File: src/rtl/core/pipd_pkg.sv
`timescale 1ns / 1ps
package pipd_pkg;

  // Window length default
  localparam int WINDOW_SAMPLES_DEF = 31;

  // Field widths
  localparam int TIME_W  = 16;
  localparam int SMALL_W = 15;
  localparam int SUM_W   = 32;
  localparam int AVG_SHIFT = 5;
  localparam int AVG_W   = SUM_W - AVG_SHIFT;
  localparam int CFG_W   = 16;

  // Register indexes
  localparam logic [1:0] REG_AVG_LIMIT = 2'd0;
  localparam logic [1:0] REG_SERVO_MIN = 2'd1;
  localparam logic [1:0] REG_SERVO_MAX = 2'd2;

  // Register reset values
  localparam logic [CFG_W-1:0] AVG_LIMIT_RST = 16'd50;
  localparam logic [CFG_W-1:0] SERVO_MIN_RST = 16'd300;
  localparam logic [CFG_W-1:0] SERVO_MAX_RST = 16'd20000;

  // Smallest interval start value
  localparam logic [SMALL_W-1:0] SMALLEST_START = 15'd20000;

  // Mode codes
  localparam logic [1:0] MODE_NONE  = 2'd0;
  localparam logic [1:0] MODE_DSHOT = 2'd1;
  localparam logic [1:0] MODE_SERVO = 2'd2;

  // Capture settings
  localparam logic [5:0] CAP_PRESCALE_RST = 6'd10;
  localparam logic [5:0] CAP_PRESCALE_FAST = 6'd0;
  localparam logic [5:0] CAP_PRESCALE_SLOW = 6'd1;
  localparam logic [5:0] SERVO_PRESCALE = 6'd47;
  localparam logic [5:0] SERVO_ARM = 6'd35;
  localparam logic [5:0] CAPTURE_FULL = 6'd32;
  localparam logic [5:0] SERVO_LENGTH = 6'd2;
  localparam logic [3:0] FAST_PAD = 4'd9;
  localparam logic [3:0] SLOW_PAD = 4'd7;

  // Summary of one closed window
  typedef struct packed {
    logic [SMALL_W-1:0] least;
    logic [SUM_W-1:0]   sum;
  } win_sum_t;

  // One result word
  typedef struct packed {
    logic [1:0]         detected_mode;
    logic               input_set;
    logic [5:0]         capture_prescaler;
    logic               output_prescaler;
    logic [3:0]         send_padding;
    logic [5:0]         capture_length;
    logic [5:0]         arm_threshold;
    logic               preset_counter;
    logic [SMALL_W-1:0] smallest_interval;
    logic [AVG_W-1:0]   average_interval;
  } res_t;

endpackage

File: src/rtl/core/pipd_accum.sv
`timescale 1ns / 1ps
module pipd_accum #(
  parameter int WINDOW_SAMPLES = pipd_pkg::WINDOW_SAMPLES_DEF
) (
  input  logic                          clk,
  input  logic                          rst_n,
  input  logic                          in_valid,
  output logic                          in_stall,
  input  logic [pipd_pkg::TIME_W-1:0]   in_capture_time,
  input  logic                          res_busy,
  input  logic                          win_take,
  output logic                          win_valid,
  output pipd_pkg::win_sum_t            win_sum
);

  localparam int IDX_W = $clog2(WINDOW_SAMPLES);
  localparam logic [IDX_W-1:0] LAST_IDX = IDX_W'(WINDOW_SAMPLES - 1);

  logic [IDX_W-1:0]               idx_r;
  logic [pipd_pkg::TIME_W-1:0]    prev_r;
  logic [pipd_pkg::SMALL_W-1:0]   small_r, small_nxt;
  logic [pipd_pkg::SUM_W-1:0]     sum_r, sum_nxt;
  logic                           win_valid_r;
  pipd_pkg::win_sum_t             win_sum_r;

  logic                           accept, last, wrap, upd;
  logic [pipd_pkg::TIME_W-1:0]    diff;
  logic [pipd_pkg::SUM_W-1:0]     diff_ext;

  // Hold the closing word back only while both result slots are taken
  assign last     = (idx_r == LAST_IDX);
  assign in_stall = win_valid_r & res_busy & last;
  assign accept   = in_valid & ~in_stall;

  // Modular difference: a timer wrap sign-fills the upper half
  assign wrap     = (in_capture_time < prev_r);
  assign diff     = in_capture_time - prev_r;
  assign diff_ext = {{(pipd_pkg::SUM_W - pipd_pkg::TIME_W){wrap}}, diff};
  assign upd      = (idx_r != '0) && (diff != '0);

  // Update smallest interval and running sum
  always_comb begin
    small_nxt = small_r;
    sum_nxt   = sum_r;
    if (upd) begin
      sum_nxt = sum_r + diff_ext;
      if (!wrap && (diff < {1'b0, small_r})) begin
        small_nxt = diff[pipd_pkg::SMALL_W-1:0];
      end
    end
  end

  // Advance the window on each accepted word
  always_ff @(posedge clk) begin
    if (!rst_n) begin
      idx_r       <= '0;
      prev_r      <= '0;
      small_r     <= pipd_pkg::SMALLEST_START;
      sum_r       <= '0;
      win_valid_r <= 1'b0;
    end else begin
      if (accept) begin
        prev_r <= in_capture_time;
        if (last) begin
          idx_r   <= '0;
          small_r <= pipd_pkg::SMALLEST_START;
          sum_r   <= '0;
        end else begin
          idx_r   <= idx_r + 1'b1;
          small_r <= small_nxt;
          sum_r   <= sum_nxt;
        end
      end
      if (accept && last) begin
        win_valid_r <= 1'b1;
      end else if (win_take) begin
        win_valid_r <= 1'b0;
      end
    end
  end

  // Latch the closed window summary
  always_ff @(posedge clk) begin
    if (accept && last) begin
      win_sum_r.least <= small_nxt;
      win_sum_r.sum   <= sum_nxt;
    end
  end

  assign win_valid = win_valid_r;
  assign win_sum   = win_sum_r;

endmodule

File: src/rtl/core/pipd_classify.sv
`timescale 1ns / 1ps
module pipd_classify (
  input  logic                          clk,
  input  logic                          rst_n,
  input  logic [pipd_pkg::CFG_W-1:0]    avg_limit,
  input  logic [pipd_pkg::CFG_W-1:0]    servo_min,
  input  logic [pipd_pkg::CFG_W-1:0]    servo_max,
  input  logic                          win_valid,
  input  pipd_pkg::win_sum_t            win_sum,
  output logic                          win_take,
  output logic                          res_busy,
  output logic                          out_valid,
  input  logic                          out_stall,
  output pipd_pkg::res_t                res
);

  logic                           dshot_r, servo_r, flag_r, oprs_r;
  logic [5:0]                     cprs_r, len_r;
  logic [3:0]                     pad_r;
  logic                           dshot_nxt, servo_nxt, flag_nxt, oprs_nxt;
  logic [5:0]                     cprs_nxt, len_nxt;
  logic [3:0]                     pad_nxt;
  logic                           out_valid_r;
  pipd_pkg::res_t                 res_r, res_nxt;

  logic [pipd_pkg::AVG_W-1:0]     avg;
  logic                           avg_ok, fast, slow, servo_hit;
  logic                           hit_fast, hit_slow, hit_servo;

  // Move a window in when the result slot is free or draining
  assign win_take = win_valid & (~out_valid_r | ~out_stall);
  assign res_busy = out_valid_r;

  // Grade checks
  assign avg       = win_sum.sum[pipd_pkg::SUM_W-1:pipd_pkg::AVG_SHIFT];
  assign avg_ok    = (avg < pipd_pkg::AVG_W'(avg_limit));
  assign fast      = (win_sum.least > 15'd1) && (win_sum.least < 15'd4) && avg_ok;
  assign slow      = (win_sum.least >= 15'd4) && (win_sum.least < 15'd8) && avg_ok;
  assign servo_hit = ({1'b0, win_sum.least} > servo_min) &&
                     ({1'b0, win_sum.least} < servo_max);

  // A sticky mode re-runs only its own check
  assign hit_fast  = (dshot_r | ~servo_r) & fast;
  assign hit_slow  = (dshot_r | ~servo_r) & slow;
  assign hit_servo = ~dshot_r & servo_hit;

  // Work out new capture settings; servo overrides the prescaler and length where both apply
  always_comb begin
    dshot_nxt = dshot_r | hit_fast | hit_slow;
    servo_nxt = servo_r | hit_servo;
    flag_nxt  = flag_r | hit_fast | hit_slow | hit_servo;
    cprs_nxt  = cprs_r;
    oprs_nxt  = oprs_r;
    pad_nxt   = pad_r;
    len_nxt   = len_r;
    if (hit_fast) begin
      cprs_nxt = pipd_pkg::CAP_PRESCALE_FAST;
      oprs_nxt = 1'b0;
      pad_nxt  = pipd_pkg::FAST_PAD;
      len_nxt  = pipd_pkg::CAPTURE_FULL;
    end
    if (hit_slow) begin
      cprs_nxt = pipd_pkg::CAP_PRESCALE_SLOW;
      oprs_nxt = 1'b1;
      pad_nxt  = pipd_pkg::SLOW_PAD;
      len_nxt  = pipd_pkg::CAPTURE_FULL;
    end
    if (hit_servo) begin
      cprs_nxt = pipd_pkg::SERVO_PRESCALE;
      len_nxt  = pipd_pkg::SERVO_LENGTH;
    end

    if (dshot_nxt) begin
      res_nxt.detected_mode = pipd_pkg::MODE_DSHOT;
    end else if (servo_nxt) begin
      res_nxt.detected_mode = pipd_pkg::MODE_SERVO;
    end else begin
      res_nxt.detected_mode = pipd_pkg::MODE_NONE;
    end
    res_nxt.input_set         = flag_nxt;
    res_nxt.capture_prescaler = cprs_nxt;
    res_nxt.output_prescaler  = oprs_nxt;
    res_nxt.send_padding      = pad_nxt;
    res_nxt.capture_length    = len_nxt;
    res_nxt.arm_threshold     = hit_servo ? pipd_pkg::SERVO_ARM : 6'd0;
    res_nxt.preset_counter    = hit_slow;
    res_nxt.smallest_interval = win_sum.least;
    res_nxt.average_interval  = avg;
  end

  // Commit settings and the result valid flag
  always_ff @(posedge clk) begin
    if (!rst_n) begin
      dshot_r     <= 1'b0;
      servo_r     <= 1'b0;
      flag_r      <= 1'b0;
      cprs_r      <= pipd_pkg::CAP_PRESCALE_RST;
      oprs_r      <= 1'b0;
      pad_r       <= 4'd0;
      len_r       <= pipd_pkg::CAPTURE_FULL;
      out_valid_r <= 1'b0;
    end else begin
      if (win_take) begin
        dshot_r     <= dshot_nxt;
        servo_r     <= servo_nxt;
        flag_r      <= flag_nxt;
        cprs_r      <= cprs_nxt;
        oprs_r      <= oprs_nxt;
        pad_r       <= pad_nxt;
        len_r       <= len_nxt;
        out_valid_r <= 1'b1;
      end else if (!out_stall) begin
        out_valid_r <= 1'b0;
      end
    end
  end

  // Load the result word
  always_ff @(posedge clk) begin
    if (win_take) begin
      res_r <= res_nxt;
    end
  end

  assign out_valid = out_valid_r;
  assign res       = res_r;

endmodule

File: src/rtl/core/pulse_input_protocol_detector.sv
`timescale 1ns / 1ps
// Pulse input protocol detector. Accepts one 16-bit edge timestamp per clock
// and groups them in windows of WINDOW_SAMPLES; the first of a window only sets
// the reference time. At the end of each window one result word gives the
// sticky mode (digital-shot or servo) and the capture settings now in force,
// with the smallest interval and the sum of intervals divided by 32. After the
// closing timestamp the word passes the window accumulator register (difference,
// minimum, sum), then the classifier register. Intake runs at one word per cycle;
// it pauses only for a closing timestamp while one result is held at the output
// and another is queued behind it. Registers must be written by the user through
// the cfg_ port while the block is idle; the block itself does not enforce this.
module pulse_input_protocol_detector #(
  parameter int WINDOW_SAMPLES = pipd_pkg::WINDOW_SAMPLES_DEF
) (
  input  logic                          clk,
  input  logic                          rst_n,
  input  logic                          cfg_valid,
  output logic                          cfg_ready,
  input  logic [1:0]                    cfg_index,
  input  logic [pipd_pkg::CFG_W-1:0]    cfg_data,
  input  logic                          in_valid,
  output logic                          in_stall,
  input  logic [pipd_pkg::TIME_W-1:0]   in_capture_time,
  output logic                          out_valid,
  input  logic                          out_stall,
  output logic [1:0]                    out_detected_mode,
  output logic                          out_input_set,
  output logic [5:0]                    out_capture_prescaler,
  output logic                          out_output_prescaler,
  output logic [3:0]                    out_send_padding,
  output logic [5:0]                    out_capture_length,
  output logic [5:0]                    out_arm_threshold,
  output logic                          out_preset_counter,
  output logic [pipd_pkg::SMALL_W-1:0]  out_smallest_interval,
  output logic [pipd_pkg::AVG_W-1:0]    out_average_interval
);

  logic [pipd_pkg::CFG_W-1:0] avg_limit_r, servo_min_r, servo_max_r;
  logic                       win_valid, win_take, res_busy;
  pipd_pkg::win_sum_t         win_sum;
  pipd_pkg::res_t             res;

  // Configuration registers; unknown indexes are dropped
  assign cfg_ready = 1'b1;

  always_ff @(posedge clk) begin
    if (!rst_n) begin
      avg_limit_r <= pipd_pkg::AVG_LIMIT_RST;
      servo_min_r <= pipd_pkg::SERVO_MIN_RST;
      servo_max_r <= pipd_pkg::SERVO_MAX_RST;
    end else if (cfg_valid && cfg_ready) begin
      case (cfg_index)
        pipd_pkg::REG_AVG_LIMIT: avg_limit_r <= cfg_data;
        pipd_pkg::REG_SERVO_MIN: servo_min_r <= cfg_data;
        pipd_pkg::REG_SERVO_MAX: servo_max_r <= cfg_data;
        default: ;
      endcase
    end
  end

  pipd_accum #(
    .WINDOW_SAMPLES (WINDOW_SAMPLES)
  ) u_accum (
    .clk             (clk),
    .rst_n           (rst_n),
    .in_valid        (in_valid),
    .in_stall        (in_stall),
    .in_capture_time (in_capture_time),
    .res_busy        (res_busy),
    .win_take        (win_take),
    .win_valid       (win_valid),
    .win_sum         (win_sum)
  );

  pipd_classify u_classify (
    .clk       (clk),
    .rst_n     (rst_n),
    .avg_limit (avg_limit_r),
    .servo_min (servo_min_r),
    .servo_max (servo_max_r),
    .win_valid (win_valid),
    .win_sum   (win_sum),
    .win_take  (win_take),
    .res_busy  (res_busy),
    .out_valid (out_valid),
    .out_stall (out_stall),
    .res       (res)
  );

  // Unpack the result word
  assign out_detected_mode     = res.detected_mode;
  assign out_input_set         = res.input_set;
  assign out_capture_prescaler = res.capture_prescaler;
  assign out_output_prescaler  = res.output_prescaler;
  assign out_send_padding      = res.send_padding;
  assign out_capture_length    = res.capture_length;
  assign out_arm_threshold     = res.arm_threshold;
  assign out_preset_counter    = res.preset_counter;
  assign out_smallest_interval = res.smallest_interval;
  assign out_average_interval  = res.average_interval;

endmodule

File: config.mk
export PLATFORM = sky130hd
export DESIGN_NAME = pulse_input_protocol_detector
export DESIGN_NICKNAME = d
export VERILOG_FILES = /design/src/rtl/core/pipd_pkg.sv /design/src/rtl/core/pipd_accum.sv /design/src/rtl/core/pipd_classify.sv /design/src/rtl/core/pulse_input_protocol_detector.sv
export SDC_FILE = /design/constraint.sdc
export NUM_CORES = 1
export LEC_CHECK = 0
export BUFFER_PORTS_ARGS = -buffer_cell sky130_fd_sc_hd__buf_2
export CAP_MARGIN = 20
export CORE_ASPECT_RATIO = 0.6
export CORE_UTILIZATION = 60
export CTS_BUF_LIST = sky130_fd_sc_hd__clkbuf_8
export CTS_CLUSTER_SIZE = 8
export DETAILED_ROUTE_END_ITERATION = 7
export PLACE_DENSITY_LB_ADDON = 0.08
export SYNTH_ARGS = -nofsm -noshare
export SYNTH_HDL_FRONTEND = slang
export SYNTH_SLANG_ARGS = --single-unit
File: constraint.sdc
create_clock -name clk -period 7.61 [get_ports clk]
set_input_delay 1.9025 -clock clk [delete_from_list [all_inputs] [get_ports clk]]
set_output_delay 1.9025 -clock clk [all_outputs]
set_load 0.01 [all_outputs]
==> reports/summary.txt <==
Dominant cell type by area after synthesis: edfxtp_1
CP endpoint kind: flop
CTS H-tree lvls: 2
Synth top area cells: edfxtp_1 (25%), dfxtp_1 (21%), ha_1 (11%)
Vias in the first global route: 8878
Worst path slowest cell: a2111oi_2
Ys async rst share: 0%
Setup Buffers After CTS: 0
Worst Tran Pin Value: 1030 ps
Synth Warn #: 0
Cell count of the worst reg-to-reg path: 20
Initial Utilization: 61.4%
Share of layout cells above drive strength 1: 15.3%
Synth Instances: 1275
Clock tree root driver cell: clkbuf_8
Sequential area share after synthesis: 46.1%
Status: finished, final reports clean
Critical-path cell list: buf_2 > ha_1 > a21o_1 > nor2b_1 > a211oi_2 > a21oi_1 > mux2i_1 > a2111oi_2 > inv_1 > ha_1 > nand3_1 > a21oi_1 > a2111oi_0 > o221ai_1 > nor3_1 > a21oi_1 > a31oi_1 > o21ai_0 > xor2_1 > mux2_1
Max VDD drop: 137 uV
Ant diodes: 0
Residual DRC: 0
Max Fanout on Critical Path: 7
Library cells used by synthesis: 78
First-pass GRT wire length: 47500 um
Hold Crit Start: u_accum.win_sum[24]$_DFFE_PP_
Hold buffers post-CTS: 0
Vias: 9726
Initial DRC count: 693
CTS tree: done
Die area: 0.0221 mm^2
GRT Util Overall: 27.7%
Post-route ant nets: 0
Overflow after GRT: 0
Worst Hold Depth: 0
Initial antenna violation count: 0
Largest net degree at the start of global routing: 95
Core area: 0.0210 mm^2
Clock Pin Slew Worst Setup and Hold Paths: 60 ps
Post-DR wirelength/cell: 18.0 um
WL final: 30400 um
Post-synth top cells: nand2_1 (165), dfxtp_1 (138), ha_1 (112), edfxtp_1 (106), inv_1 (106)
Biggest cell delay along the critical path: 660 ps
Num ports: 111
Post-synth EDFFs: 106
Worst slew margin: 30.4%
Main flop type after synthesis: dfxtp_1
Die Wd: 191 um
Rows: 41
Synth Area per Inst: 10.1 um^2
Worst Hold Class: reg -> reg
Clk_lat worst skew: 560 ps
Sw frac: 29.1%
Unrepaired setup endpoints after global routing: no
Flops & latches, synth: 244
Final Net Count: 1536
Clk buf depth: 3
Syn Std Cell Area: 0.0129 mm^2
CP required: 7910 ps
R2r setup slk: 2270 ps
Final worst-path cycle share: 84.6%
Hold Vio Cnt, Final: 0
Die height: 116 um
Reg2Reg Capture Point: u_accum.win_sum[30]$_DFFE_PP_
RR Startpoint: u_accum.prev_r[6]$_SDFFE_PN0P_
Setup-failing EPs final: 0
Minimum clock period: 6440 ps
WS Path Type: in -> reg
Cell-internal power: 2200 uW
Fin. max-slew vios: 0
Achievable Freq: 155 MHz
RD Place Congestion: 0.955
Yosys top cell area share: 24.7%
Post-DP HPWL: 22300 um
Port-buffer cells: 106
Psw: 901 uW
Arr. time, crit path: 6740 ps
Fin Clk Skew: 21.9 ps
Startpoint Class: input port
Clock share of power: 34.8%
Pre-antenna DRT Iters: 5
Total negative slack: 0 ps
Logic pwr share: 19.3%
Cell mode on critical path: a21oi_1
Total CTS buffers: 39
Leakage power: 0.00607 uW
Post-cts resize count: 0
Hold Path End: u_classify.res[19]$_DFFE_PP_
Routed vias/inst: 5.75
Clock sinks: 244
Layout area overhead: 11.5%
Total of max-cap violations: 0
Seq pwr share: 45.9%
Finished Core Util: 68.4%
Most frequent cell after synthesis: nand2_1
PD cells: 215 mW/mm^2
==> how the worst max path moves through the flow <==
stage / start / endpoint / slack, ps / depth (start not counted)
after CTS: in_capture_time[6] / u_accum.win_sum[30]$_DFFE_PP_ / 1260 / 20
after global placement: in_capture_time[6] / u_accum.win_sum[30]$_DFFE_PP_ / 840 / 20
after global routing: in_capture_time[0] / u_accum.win_sum[25]$_DFFE_PP_ / 770 / 21
final: in_capture_time[6] / u_accum.win_sum[30]$_DFFE_PP_ / 1170 / 20
after floorplan: in_capture_time[0] / u_accum.win_sum[30]$_DFFE_PP_ / 1430 / 21
after detailed placement: in_capture_time[6] / u_accum.win_sum[30]$_DFFE_PP_ / 680 / 20
==> logic make-up after synthesis <==
group / synth area share, %
compound gates: 19.7
simple gates: 11.8
flops: 46.1
buf+inv: 5.44
fa+ha+maj: 11.2
xor+xnor: 2.85
mux: 2.84
other cells: 0.0582
==> through the flow <==
stage	hold slack, ps	cells	worst slack (ps)	instance area (um^2)	total power, uW
floorplan	417	1277	1430	12900	1880
global placement	430	1618	842	13600	2020
detailed placement	436	1620	680	13600	2030
CTS	445	1690	1260	14400	3110
global route	461	1691	767	14400	3250
finish	447	1691	1170	14400	3100
==> state kept, by name (all words and copies together), names as in the netlist <==
signal and cells:
servo_min_r 16, u_accum.idx_r 5, u_classify.dshot_r 1, u_classify.len_r 6
u_classify.out_valid 1, u_accum.sum_r 32, servo_max_r 16, u_classify.res 64
u_accum.win_sum 42, u_classify.pad_r 4, avg_limit_r 16, u_classify.servo_r 1
u_accum.small_r 15, u_classify.cprs_r 6, u_accum.prev_r 16, u_accum.win_valid 1
u_classify.flag_r 1, u_classify.oprs_r 1
==> metal layers <==
| metal | vias up | global-route usage, % | part of all wire (%) |
|---|---|---|---|
| met1 | 4588 | 42.7 | 52 |
| met3 | 39 | 5.94 | 7.0 |
| met5 | - | 0 | 0 |
| met4 | 0 | 7.25 | 1.6 |
| met2 | 288 | 38.9 | 40 |
| li1 | 4811 | - | - |
==> cell type report <==
class	count	area [um^2]
sequential	244	5950
clock inverter	30	188
timing repair buffer	121	669
tap	279	349
clock buffer	40	551
fill	1685	6640
multi-input combinational	871	6300
inverter	106	398
==> power by group through the flow <==
stage / logic, uW / clock network (uW) / registers, uW
CTS: 587 / 1110 / 1420
global placement: 576 / 0 / 1450
floorplan: 437 / 0 / 1440
global route: 659 / 1160 / 1430
finish: 599 / 1080 / 1420
detailed placement: 584 / 0 / 1450
==> worst max-delay path, delay by kind of cell <==
kind / cells / cell delay (ps)
compound gates: 10 / 2730
fa+ha+maj: 2 / 760
mux: 2 / 480
simple gates: 3 / 420
buf+inv: 2 / 270
xor+xnor: 1 / 180
==> cell usage in the layout (no fill, tap or decap), types with 5 or more instances in the layout <==
cell type,count
nand2_1,165
dfxtp_1,138
inv_1,128
ha_1,112
buf_2,106
edfxtp_1,106
a21oi_1,65
a21boi_0,55
o21ai_0,51
nor2_1,43
clkbuf_8,41
a21o_1,34
a22o_1,32
xnor2_1,23
o211ai_1,19
xor2_1,19
nand2b_1,17
mux2_4,17
nand4_1,14
nand3_1,14
o21a_1,14
nor2b_1,13
buf_4,12
and2_1,11
nor3_1,10
a211oi_1,8
o211a_1,8
nor4_1,7
o2bb2ai_1,7
o2111ai_1,6
a31oi_1,6
mux2_2,6
a211o_1,5
a32o_1,5
No activity file was read; power rests on OpenSTA's default activity.
